### config.mk
export PLATFORM = sky130hd
export DESIGN_NAME = nwms_queue
export DESIGN_NICKNAME = d
export VERILOG_FILES = /design/src/rtl/nwms_pkg.sv /design/src/rtl/nwms_queue.sv
export SDC_FILE = /design/constraint.sdc
export NUM_CORES = 1
export LEC_CHECK = 0
export ABC_AREA = 1
export BUFFER_PORTS_ARGS = -buffer_cell sky130_fd_sc_hd__clkbuf_2
export CORE_ASPECT_RATIO = 2
export CORE_MARGIN = 2
export CORE_UTILIZATION = 55
export DETAILED_ROUTE_END_ITERATION = 8
export PLACE_DENSITY_LB_ADDON = 0.25
export SETUP_SLACK_MARGIN = 0.1
export SLEW_MARGIN = 20
export SYNTH_ARGS = -nofsm -noshare
export SYNTH_HDL_FRONTEND = slang
export SYNTH_SLANG_ARGS = --single-unit
### constraint.sdc
create_clock -name clk -period 4.5 [get_ports clk]
set_input_delay 0.45 -clock clk [delete_from_list [all_inputs] [get_ports clk]]
set_output_delay 0.45 -clock clk [all_outputs]
set_load 0.05 [all_outputs]
### src/rtl/nwms_pkg.sv
// Package for the nucleotide weight matrix scorer: shared types, register
// indexes, character codes and the sigmoid lookup table built at elaboration.
// No dependencies.
package nwms_pkg;

  localparam int MAX_LEN_DEF = 128;
  localparam int BASES       = 4;
  localparam int BASE_W      = 2;
  localparam int QDEPTH      = 2;

  typedef logic signed [15:0] weight_t;
  typedef logic signed [23:0] sum_t;
  typedef logic        [7:0]  char_t;
  typedef logic        [1:0]  cfg_idx_t;

  // register indexes on the config port
  localparam cfg_idx_t CFG_INTERCEPT = 2'd0;
  localparam cfg_idx_t CFG_LOGISTIC  = 2'd1;
  localparam cfg_idx_t CFG_SEQ_LEN   = 2'd2;

  localparam logic [7:0] SEQ_LEN_RST = 8'd20;

  // request kinds
  localparam logic REQ_LOAD = 1'b0;
  localparam logic REQ_CHAR = 1'b1;

  localparam char_t CH_A_UP = 8'h41;
  localparam char_t CH_A_LO = 8'h61;
  localparam char_t CH_C_UP = 8'h43;
  localparam char_t CH_C_LO = 8'h63;
  localparam char_t CH_G_UP = 8'h47;
  localparam char_t CH_G_LO = 8'h67;
  localparam char_t CH_T_UP = 8'h54;
  localparam char_t CH_T_LO = 8'h74;

  localparam logic [1:0] BASE_A = 2'd0;
  localparam logic [1:0] BASE_C = 2'd1;
  localparam logic [1:0] BASE_G = 2'd2;
  localparam logic [1:0] BASE_T = 2'd3;

  localparam sum_t SIG_LO = -24'sd2048;
  localparam sum_t SIG_HI = 24'sd2048;

  typedef struct packed {
    sum_t       intercept;
    logic       logistic_mode;
    logic [7:0] seq_len;
  } cfg_t;

  // one character transaction as it travels from front to back
  typedef struct packed {
    logic    start;
    logic    add_en;
    logic    last;
    logic    len_ok;
    weight_t weight;
  } q_item_t;

  typedef logic [16:0] sig_lut_t [256];

  localparam logic [63:0] ONE_Q32  = 64'h1_0000_0000;
  localparam logic [63:0] EXP_STEP = 64'd4034748382;

  // restoring division, elaboration use only
  function automatic logic [63:0] long_div(logic [63:0] num, logic [63:0] den);
    logic [63:0] q;
    logic [64:0] rem;
    q   = '0;
    rem = '0;
    for (int i = 63; i >= 0; i--) begin
      rem = {rem[63:0], num[i]};
      if (rem >= {1'b0, den}) begin
        rem  = rem - {1'b0, den};
        q[i] = 1'b1;
      end
    end
    return q;
  endfunction

  // entry k = round(65536 / (1 + exp(-(k-128)/16))), exp chain in Q32.32
  function automatic sig_lut_t build_sig_lut();
    sig_lut_t    lut;
    logic [63:0] e [129];
    logic [63:0] den;
    logic [63:0] num;
    int          d;
    e[0] = ONE_Q32;
    for (int n = 0; n < 128; n++) begin
      e[n + 1] = (e[n] * EXP_STEP + 64'h8000_0000) >> 32;
    end
    for (int k = 0; k < 256; k++) begin
      d = k - 128;
      if (d >= 0) begin
        den = ONE_Q32 + e[d];
        num = (64'd1 << 48) + (den >> 1);
      end else begin
        den = ONE_Q32 + e[-d];
        num = e[-d] * 64'd65536 + (den >> 1);
      end
      lut[k] = 17'(long_div(num, den));
    end
    return lut;
  endfunction

  localparam sig_lut_t SIG_LUT = build_sig_lut();

endpackage

### src/rtl/nwms_queue.sv
// Short queue between front and back of the scorer.
// Depends on nwms_pkg.
module nwms_queue (
  input  logic              clk,
  input  logic              rst_n,
  input  logic              push_valid,
  input  nwms_pkg::q_item_t push_item,
  output logic              push_ready,
  output logic              pop_valid,
  output nwms_pkg::q_item_t pop_item,
  input  logic              pop_ready
);

  localparam int PTR_W = $clog2(nwms_pkg::QDEPTH);
  localparam int CNT_W = $clog2(nwms_pkg::QDEPTH + 1);

  nwms_pkg::q_item_t entry_r [nwms_pkg::QDEPTH];
  logic [PTR_W-1:0]  wr_ptr_r, rd_ptr_r;
  logic [CNT_W-1:0]  count_r;
  logic              push, pop;

  assign push_ready = (count_r < CNT_W'(nwms_pkg::QDEPTH));
  assign pop_valid  = (count_r != '0);
  assign pop_item   = entry_r[rd_ptr_r];
  assign push       = push_valid && push_ready;
  assign pop        = pop_valid && pop_ready;

  always_ff @(posedge clk) begin
    if (push) begin
      entry_r[wr_ptr_r] <= push_item;
    end
  end

  always_ff @(posedge clk) begin
    if (!rst_n) begin
      wr_ptr_r <= '0;
      rd_ptr_r <= '0;
      count_r  <= '0;
    end else begin
      if (push) begin
        wr_ptr_r <= PTR_W'(wr_ptr_r + 1'b1);
      end
      if (pop) begin
        rd_ptr_r <= PTR_W'(rd_ptr_r + 1'b1);
      end
      if (push && !pop) begin
        count_r <= count_r + 1'b1;
      end else if (pop && !push) begin
        count_r <= count_r - 1'b1;
      end
    end
  end

endmodule

==> results of run 1 <==
[synthesized netlist by cell type, drive strengths merged]
cell	count
inv	8
o21ai	2
dfxtp	5
buf	2
mux2	20
edfxtp	40
nand3	1
nand2	8
o21a	1
nor2	6
a21oi	2
nand4	1
ha	1
[logic make-up (layout without fill, tap and decap cells)]
| kind of cell | count (synthesis) | after routing |
|---|---|---|
| buffers and inverters | 10 | 62 |
| and+or+nand+nor | 16 | 16 |
| AOI/OAI and AO/OA | 5 | 5 |
| adders and majority gates | 1 | 1 |
| muxes | 20 | 20 |
| DFF | 45 | 45 |
[stage by stage]
| stage | area (sq um) | util | std cells |
|---|---|---|---|
| final | 2097 | 0.6720 | 180 |
| after global routing | 2097 | 0.6720 | 180 |
| after CTS | 2097 | 0.6720 | 180 |
| after detailed placement | 2014 | 0.6455 | 172 |
| after global placement | 2014 | 0.6455 | 172 |
| after floorplan | 1760 | - | 97 |
[per-layer routing]
layer,vias to the layer above,global-route usage,wire length [um]
met5,-,0,0
met2,38,0.3075,1616
met1,453,0.1254,782
li1,457,-,-
met3,4,0.04762,184
met4,0,0.09091,62
[power by group through the flow]
stage	Combinational, mW	Sequential (mW)	Clock [mW]
floorplan	0.465	0.565	0
global placement	0.548	0.566	0
detailed placement	0.563	0.573	0
CTS	0.563	0.564	0.234
global route	0.585	0.569	0.251
finish	0.555	0.562	0.226
[worst reg2reg max path, stage by stage, from the launching register on]
cell,delay [ps]
sky130_fd_sc_hd__dfxtp_1,330
sky130_fd_sc_hd__inv_1,130
sky130_fd_sc_hd__nand2_2,110
sky130_fd_sc_hd__nor2_2,780
[state kept, by name (all words and copies together), names as in the netlist, named ones only]
name and cells:
count_r 2, entry_r 40, rd_ptr_r 1, wr_ptr_r 1
[worst paths after layout]
check                   to  cells after the start    startpoint  slack [ps]
min reg2reg       register                      2      rd_ptr_r         520
min          entry_r[1][9]                      1  push_item[9]         350
max reg2reg  entry_r[0][3]                      3    count_r[1]        2770
max            pop_item[6]                      3      register        2530
[area by class of cell]
type,instances,area (sq um)
timing repair buffer,46,232.7
clock buffer,6,72.57
multi-input combinational,42,411.6
clock inverter,2,10.01
sequential,45,1301
inverter,8,30.03
fill,234,1023
tap,31,38.79
==> impl_metrics.toml, run 1 <==
[synth]
count_of_mapped_cells_out_of_synthesis = 97
synthMuxAreaShare = 0.1706
ys.warnings.count = 0
synth_area_sq_um = 1760
synth-seq-area-share = 0.7392
syn_nets = 122
synth-compound-area-share = 0.01564
xor_xnor_cell_area_share_of_the_yosys_netlist = 0
area_fraction_of_the_dominant_cell_type_after_synthesis = 0.6823
post_synth_main_area_contributors = "sky130_fd_sc_hd__edfxtp_1 (68%), sky130_fd_sc_hd__mux2_4 (17%), sky130_fd_sc_hd__dfxtp_1 (5.7%), sky130_fd_sc_hd__inv_1 (1.7%), sky130_fd_sc_hd__nand2_1 (1.5%)"
synth_top_area_cell = "sky130_fd_sc_hd__edfxtp_1"
largest_family_of_logic_cells_by_synthesized_area = "multiplexers"
syn_area_per_cell_sq_um = 18.15
yosys.area_share.adder = 0.007107
post_synth_num_cell_types = 14
synth-seq-cells = 45
yosys.area_share.simple = 0.03767

[cts]
clock-root-buffer = "sky130_fd_sc_hd__clkbuf_8"
post-cts-setup-buffer-count = 0
clock_tree.buffer_depth = 2
ctsHoldBuffers = 0
clkLatencyLatePin_ps = 280
htree_levels = 2
post_cts_resized = 0
cts_tree = "yes"
clk_pin_slew_ps = 80
cts_buffers = 5
clock_sink_count = 45

[timing]
worst_slew_pin_tran_ps = 1014
final.period_utilization = 0.4367
worst_slew_margin_rel = 0.3232
setup_viol_count_final = 0
setup_total_negative_slack_ps = 0
rsz_0062_raised_after_global_routing = "false"
hold_violations = 0
hold_ws_ps = 349.6
final.min_clock_period_ps = 1965
maxSlewViolCount = 0
clock_skew_ps = 5.460
layout_setup_ws_ps = 2535
fmaxAchievable_mhz = 508.8

[pwr]
power_per_cell_area_nw_per_um2 = 640.7
sequentialPowerShare = 0.419
power.share.switching = 0.3941
pwr-share-comb = 0.413
ir_worst_vdd_mv = 0.3908
clockPowerShare = 0.168
switchingPower_mw = 0.5295
finalPower_mw = 1.344
internal_power_summed_over_all_cells_mw = 0.8141
static-leakage-power_nw = 0.8786

[floorplan]
area_inside_the_core_boundary_sq_um = 3120
die_h_um = 84.01
chipWidth_um = 44.01
num_io_pins = 46
initial_utilization = 0.5642
std_cell_rows = 29
floorplan.die_area_sq_um = 3697

[final_layout]
final_layout_size_suffix_gt1_frac = 0.5101
design.final.nets = 173
syn2layout_area_growth_pct = 19.12
layout_commonest_cell = "sky130_fd_sc_hd__clkbuf_2"
final_cell_mix = "sky130_fd_sc_hd__clkbuf_2 (45), sky130_fd_sc_hd__edfxtp_1 (40), sky130_fd_sc_hd__mux2_4 (20)"
insertedDiodeCount = 0

[worst_setup_path]
worst_path_largest_cell_delay_ps = 340
crit_path_cell_trace = "buf_4 > mux2_4 > clkbuf_2"
worst-endpoint-required_ps = 4050
path_max_fanout = 20
crit_buf_inv = 2
cpMaxStageDelayCell = "sky130_fd_sc_hd__buf_4"
critical-path-top-delay-family = "buffers and inverters"
worst-setup-path-type = "register to output pin"
timing.critical_path.from_type = "register"
setup.worst_path.end_class = "output pin"
cp_data_arrival_time_ps = 1520

[placement]
gpl.final_weighted_congestion = 0.6364
half_perimeter_wire_length_of_the_detailed_placement_result_mm = 1.979
dp_worst_setup_slack_ps = 2674
numPortBuffers = 45

[detailed_routing]
num_vias = 952
drt_wl_total_mm = 2.646
wire_per_inst_um = 14.70
post-route-drc-count = 0
antenna_left = 0
drt_iter0_markers = 17
dr.pass1.iters = 4
route.detailed.vias_per_inst = 5.289

[global_routing]
globalRoute.totalOverflow = 0
grt_first_pass_wirelength_mm = 4.181
globalRouteTotalUtil = 0.1603
antenna_found_initial = 0
vias_in_the_first_global_route = 995
grt_start_max_net_pins = 21

[run]
max_cap_viol_count = 0

[run_status]
outcome = "finished, final reports clean"

[min_path]
hold_path.class = "primary input to register"
(Power assumes the default switching activity.)
==> run 2: changes to the inputs <==
--- a/config.mk
+++ b/config.mk
@@ -9,7 +9,7 @@
 export BUFFER_PORTS_ARGS = -buffer_cell sky130_fd_sc_hd__clkbuf_2
 export CORE_ASPECT_RATIO = 2
 export CORE_MARGIN = 2
-export CORE_UTILIZATION = 55
+export CORE_UTILIZATION = 51
 export DETAILED_ROUTE_END_ITERATION = 8
 export PLACE_DENSITY_LB_ADDON = 0.25
 export SETUP_SLACK_MARGIN = 0.1
==> constraint.sdc (replaced) <==
create_clock -name clk -period 2 [get_ports clk]
set_input_delay 0.2 -clock clk [delete_from_list [all_inputs] [get_ports clk]]
set_output_delay 0.2 -clock clk [all_outputs]
set_load 0.05 [all_outputs]
==> run 2 against run 1 <==
Effect of this change: global-route usage is 1.3 points lower; setup slack worse by 2200 ps; register-to-register slack got worse by 2200 ps; highest routed layer unchanged; critical path depth unchanged; sequential share of layout area shrank 0.44 points; largest cell class unchanged; cell count increased by 1.7%; combinational power increased by 130%; via count is 1.4% lower; count of clock-buffer cells in the layout down 1; sequential power up 120%.
==> impl_metrics.toml, run 2 (synthesis results as in run 1) <==
[worst_setup_path]
cp_data_arrival_time_ps = 1500
timing.critical_path.from_type = "register"
worstReg2RegStart = "count_r[1]"
path_max_fanout = 20
regToRegEndpoint = "count_r[1]"
setup.worst_path.end_class = "output pin"
reg2reg_slack_ps = 600
worst-setup-path-type = "register to output pin"
critPathCapture = "pop_item[11]"
r2r.worst_path.cells = 8
worst-endpoint-required_ps = 1800

[placement]
dp_worst_setup_slack_ps = 592.6
half_perimeter_wire_length_of_the_detailed_placement_result_mm = 1.976
gpl.final_weighted_congestion = 0.6629
numPortBuffers = 45
place_inst = 175

[timing]
worst_slew_pin_tran_ps = 354.0
worst_slew_margin_rel = 0.7640
hold_ws_ps = 95.76
final.period_utilization = 0.8524
rsz_0062_raised_after_global_routing = "false"
clock_skew_ps = 3.294
hold_violations = 0
setup_viol_count_final = 0
final.min_clock_period_ps = 1705
layout_setup_ws_ps = 295.3
setup_total_negative_slack_ps = 0
fmaxAchievable_mhz = 586.6
maxSlewViolCount = 0

[final_layout]
insertedDiodeCount = 0
syn2layout_area_growth_pct = 19.97
design.final.nets = 175
fillerInstances = 248
multi_input_area_sq_um = 411.6
max_flop_register = "entry_r"
instances_no_fill = 183
final_layout_size_suffix_gt1_frac = 0.5099
largest_register_ff_count = 40
top_regs = "entry_r (40), count_r (2)"
final_cell_mix = "sky130_fd_sc_hd__clkbuf_2 (45), sky130_fd_sc_hd__edfxtp_1 (40), sky130_fd_sc_hd__mux2_4 (20)"
regArea_sq_um = 1301
layout_commonest_cell = "sky130_fd_sc_hd__clkbuf_2"
utilization = 0.6322

[cts]
clock_sink_count = 45
cts_buffers = 5
clk_pin_slew_ps = 80
post-cts-setup-buffer-count = 0
cts_tree = "yes"
post_cts_resized = 0
clock-root-buffer = "sky130_fd_sc_hd__clkbuf_8"
htree_levels = 2
ctsHoldBuffers = 0
clock_tree.buffer_depth = 2
clkLatencyLatePin_ps = 290

[detailed_routing]
drt_iter0_markers = 15
drt_wl_total_mm = 2.659
route.detailed.vias_per_inst = 5.131
num_vias = 939
post-route-drc-count = 0
antenna_left = 0
dr.pass1.iters = 3
wire_per_inst_um = 14.53

[floorplan]
std_cell_rows = 30
die_h_um = 87.09
chipWidth_um = 45.55
num_io_pins = 46
area_inside_the_core_boundary_sq_um = 3341
floorplan.die_area_sq_um = 3967
initial_utilization = 0.5270

[run]
max_cap_viol_count = 0

[pwr]
static-leakage-power_nw = 0.8870
power_per_cell_area_nw_per_um2 = 1435
ir_worst_vdd_mv = 0.9702

[global_routing]
grt_start_max_net_pins = 21
globalRoute.totalOverflow = 0
globalRouteTotalUtil = 0.1471
antenna_found_initial = 0
vias_in_the_first_global_route = 922
grt_first_pass_wirelength_mm = 3.995

[run_status]
outcome = "finished, final reports clean"

[min_path]
hold_path.class = "primary input to register"
-- run 2: cell count changes in the layout (fill, tap and decap cells not counted), sizes merged --
cell    delta
clkbuf     -1
clkinv     +1
buf        +2
-- run 2: worst max-delay path: stages, from the launching register on --
cell and delay, ps:
sky130_fd_sc_hd__dfxtp_1 310, sky130_fd_sc_hd__buf_4 320, sky130_fd_sc_hd__mux2_4 330, sky130_fd_sc_hd__clkbuf_2 240
-- run 2: area by class of cell --
| cell class | instances | area share |
|---|---|---|
| Tap cell | 32 | 0.01896 |
| Inverter | 8 | 0.01422 |
| Multi-Input combinational cell | 42 | 0.1949 |
| Sequential cell | 45 | 0.6161 |
| Clock inverter | 3 | 0.005924 |
| Clock buffer | 5 | 0.03258 |
| Timing Repair Buffer | 48 | 0.1173 |
-- run 2: where the power goes --
group,internal [mW],switching (mW)
Clock,0.235,0.271
Combinational,0.390,0.873
Sequential,1.21,0.0529
Total,1.83,1.20
-- run 2: worst min-delay path by stage --
stage	startpoint	end	slack, ps	depth (start not counted)
2_1_floorplan	push_item[0]	entry_r[0][0]	300	0
3_3_place_gp	push_item[19]	entry_r[1][19]	390	1
3_5_place_dp	push_item[5]	entry_r[1][5]	390	1
4_1_cts	push_item[6]	entry_r[0][6]	90	1
5_1_grt	push_item[5]	entry_r[1][5]	80	1
6_report	push_item[6]	entry_r[0][6]	100	1
-- run 2: metal layers --
metal  part of all wire  GRT usage  up-vias
met2               0.59     0.2548       29
met4              0.024    0.09358        0
met1               0.34     0.1361      445
met3              0.044    0.04979        6
li1                   -          -      459
met5                  0          0        -
-- run 2: per-stage QoR --
step                total power [mW]  area, sq um
global route                   3.182         2112
finish                         3.030         2112
detailed placement             2.565         2031
floorplan                      2.318         1760
CTS                            3.071         2112
global placement               2.506         2031
==> run 3: changes to the inputs <==
--- a/config.mk
+++ b/config.mk
@@ -6,8 +6,9 @@
 export NUM_CORES = 1
 export LEC_CHECK = 0
 export ABC_AREA = 1
+export ABC_CLOCK_PERIOD_IN_PS = 2000
 export BUFFER_PORTS_ARGS = -buffer_cell sky130_fd_sc_hd__clkbuf_2
-export CORE_ASPECT_RATIO = 2
+export CORE_ASPECT_RATIO = 0.6
 export CORE_MARGIN = 2
 export CORE_UTILIZATION = 51
 export DETAILED_ROUTE_END_ITERATION = 8
==> run 3 against run 2 <==
Effect of this change: sequential share of layout area decreased by 0.69 points; hold slack got worse by 7.8 ps; register-to-register slack hardly changed; clock power rose by 3%; clock skew is 4.2 ps higher; utilization up 1.8 points; critical endpoint is now pop_item[6]; first-iteration DRC count grew to 6.9 times the previous value; cell count is 7.7% higher; non-clock buffer count grew 1; setup slack better by 7.7 ps; critical path depth did not move.
==> impl_metrics.toml, run 3 (synthesis results as in run 1) <==
[final_layout]
insertedDiodeCount = 0
multi_input_area_sq_um = 411.6
instances_no_fill = 197
finalInstanceArea_sq_um = 2136
final_cell_mix = "sky130_fd_sc_hd__clkbuf_2 (45), sky130_fd_sc_hd__edfxtp_1 (40), sky130_fd_sc_hd__mux2_4 (20)"
final_layout_size_suffix_gt1_frac = 0.5132
top_regs = "entry_r (40), count_r (2)"
layout_commonest_cell = "sky130_fd_sc_hd__clkbuf_2"
design.final.nets = 176
max_flop_register = "entry_r"
fillerInstances = 245
syn2layout_area_growth_pct = 21.32
largest_register_ff_count = 40
regArea_sq_um = 1301

[floorplan]
num_io_pins = 46
floorplan.die_area_sq_um = 3953
die_h_um = 49.51
std_cell_rows = 16
area_inside_the_core_boundary_sq_um = 3283
chipWidth_um = 79.85
initial_utilization = 0.5362

[global_routing]
globalRouteTotalUtil = 0.1643
grt_start_max_net_pins = 21
antenna_found_initial = 0
vias_in_the_first_global_route = 995
globalRoute.totalOverflow = 0
grt_first_pass_wirelength_mm = 4.623

[cts]
post-cts-setup-buffer-count = 0
clock_sink_count = 45
cts_buffers = 5
cts_tree = "yes"
clock_tree.buffer_depth = 2
clock-root-buffer = "sky130_fd_sc_hd__clkbuf_8"
htree_levels = 2
ctsHoldBuffers = 0
clkLatencyLatePin_ps = 300
post_cts_resized = 0
clk_pin_slew_ps = 80

[pwr]
sequentialPowerShare = 0.411
clockPowerShare = 0.169
ir_worst_vdd_mv = 0.6985
internal_power_summed_over_all_cells_mw = 1.841
power.share.switching = 0.4004
static-leakage-power_nw = 0.8923
switchingPower_mw = 1.229
power_per_cell_area_nw_per_um2 = 1437
pwr-share-comb = 0.420

[detailed_routing]
route.detailed.vias_per_inst = 4.853
wire_per_inst_um = 14.45
num_vias = 956
dr.pass1.iters = 3
drt_wl_total_mm = 2.846
post-route-drc-count = 0
drt_iter0_markers = 104
antenna_left = 0

[timing]
rsz_0062_raised_after_global_routing = "false"
hold_ws_ps = 87.98
worst_slew_pin_tran_ps = 286.2
hold_violations = 0
maxSlewViolCount = 0
worst_slew_margin_rel = 0.8092
final.period_utilization = 0.8485
setup_viol_count_final = 0
clock_skew_ps = 7.487
final.min_clock_period_ps = 1697
fmaxAchievable_mhz = 589.2

[worst_setup_path]
worst_path_largest_cell_delay_ps = 340
worst-endpoint-required_ps = 1800
path_max_fanout = 15
cpMaxStageDelayCell = "sky130_fd_sc_hd__mux2_4"
worst-setup-path-type = "register to output pin"
cp_data_arrival_time_ps = 1500
timing.critical_path.from_type = "register"
setup.worst_path.end_class = "output pin"
crit_path_cell_trace = "buf_4 > mux2_4 > clkbuf_2"

[placement]
gpl.final_weighted_congestion = 0.6478
post_dp_cell_area_sq_um = 2054
half_perimeter_wire_length_of_the_detailed_placement_result_mm = 1.973
numPortBuffers = 45
place_inst = 189

[min_path]
hold_path.class = "primary input to register"

[run_status]
outcome = "finished, final reports clean"

[run]
max_cap_viol_count = 0
-- run 3: cell types whose count changed in the layout (fill, tap and decap cells not counted), sizes merged --
| cell | change |
|---|---|
| buf | +1 |
-- run 3: final timing paths --
check / start / endpoint / slack [ps] / depth (start not counted)
worst min register to register: rd_ptr_r / register / 500 / 2
worst max register to register: count_r[1] / count_r[1] / 600 / 9
worst max-delay path: register / pop_item[6] / 300 / 3
worst min-delay path: push_item[19] / entry_r[0][19] / 90 / 1
-- run 3: critical path, delay by kind of cell (launching register included) --
family	cells	cell delay [ps]
buf+inv	2	530
mux	1	340
flops	1	330
-- run 3: stage by stage --
step / util / power, mW / worst slack, ps / setup TNS, ps
global route: 0.6505 / 3.220 / 241.3 / 0
CTS: 0.6505 / 3.097 / 289.1 / 0
global placement: 0.6258 / 2.533 / 630.0 / 0
floorplan: - / 2.318 / -92.35 / -3694
finish: 0.6505 / 3.070 / 302.9 / 0
detailed placement: 0.6258 / 2.579 / 620.6 / 0
-- run 3: per-layer routing --
metal	global-route usage	wire, um	vias to the layer above
li1	-	-	463
met1	0.2106	1217	445
met2	0.2437	1329	41
met3	0.06044	232	7
met4	0.09322	67	0
met5	0	0	-
-- run 3: final cells by class --
| type | instances | share of cell area |
|---|---|---|
| clock buffer | 5 | 0.03222 |
| clock inverter | 3 | 0.005858 |
| inverter | 8 | 0.01406 |
| multi-input combinational | 42 | 0.1927 |
| sequential | 45 | 0.6093 |
| tap | 45 | 0.02636 |
| timing repair buffer | 49 | 0.1195 |
-- run 3: power groups by stage --
stage | combinational (mW) | clock, mW | sequential (mW)
2_1_floorplan | 1.05 | 0 | 1.27
3_3_place_gp | 1.26 | 0 | 1.27
3_5_place_dp | 1.30 | 0 | 1.28
4_1_cts | 1.30 | 0.533 | 1.26
5_1_grt | 1.37 | 0.574 | 1.28
6_report | 1.29 | 0.519 | 1.26
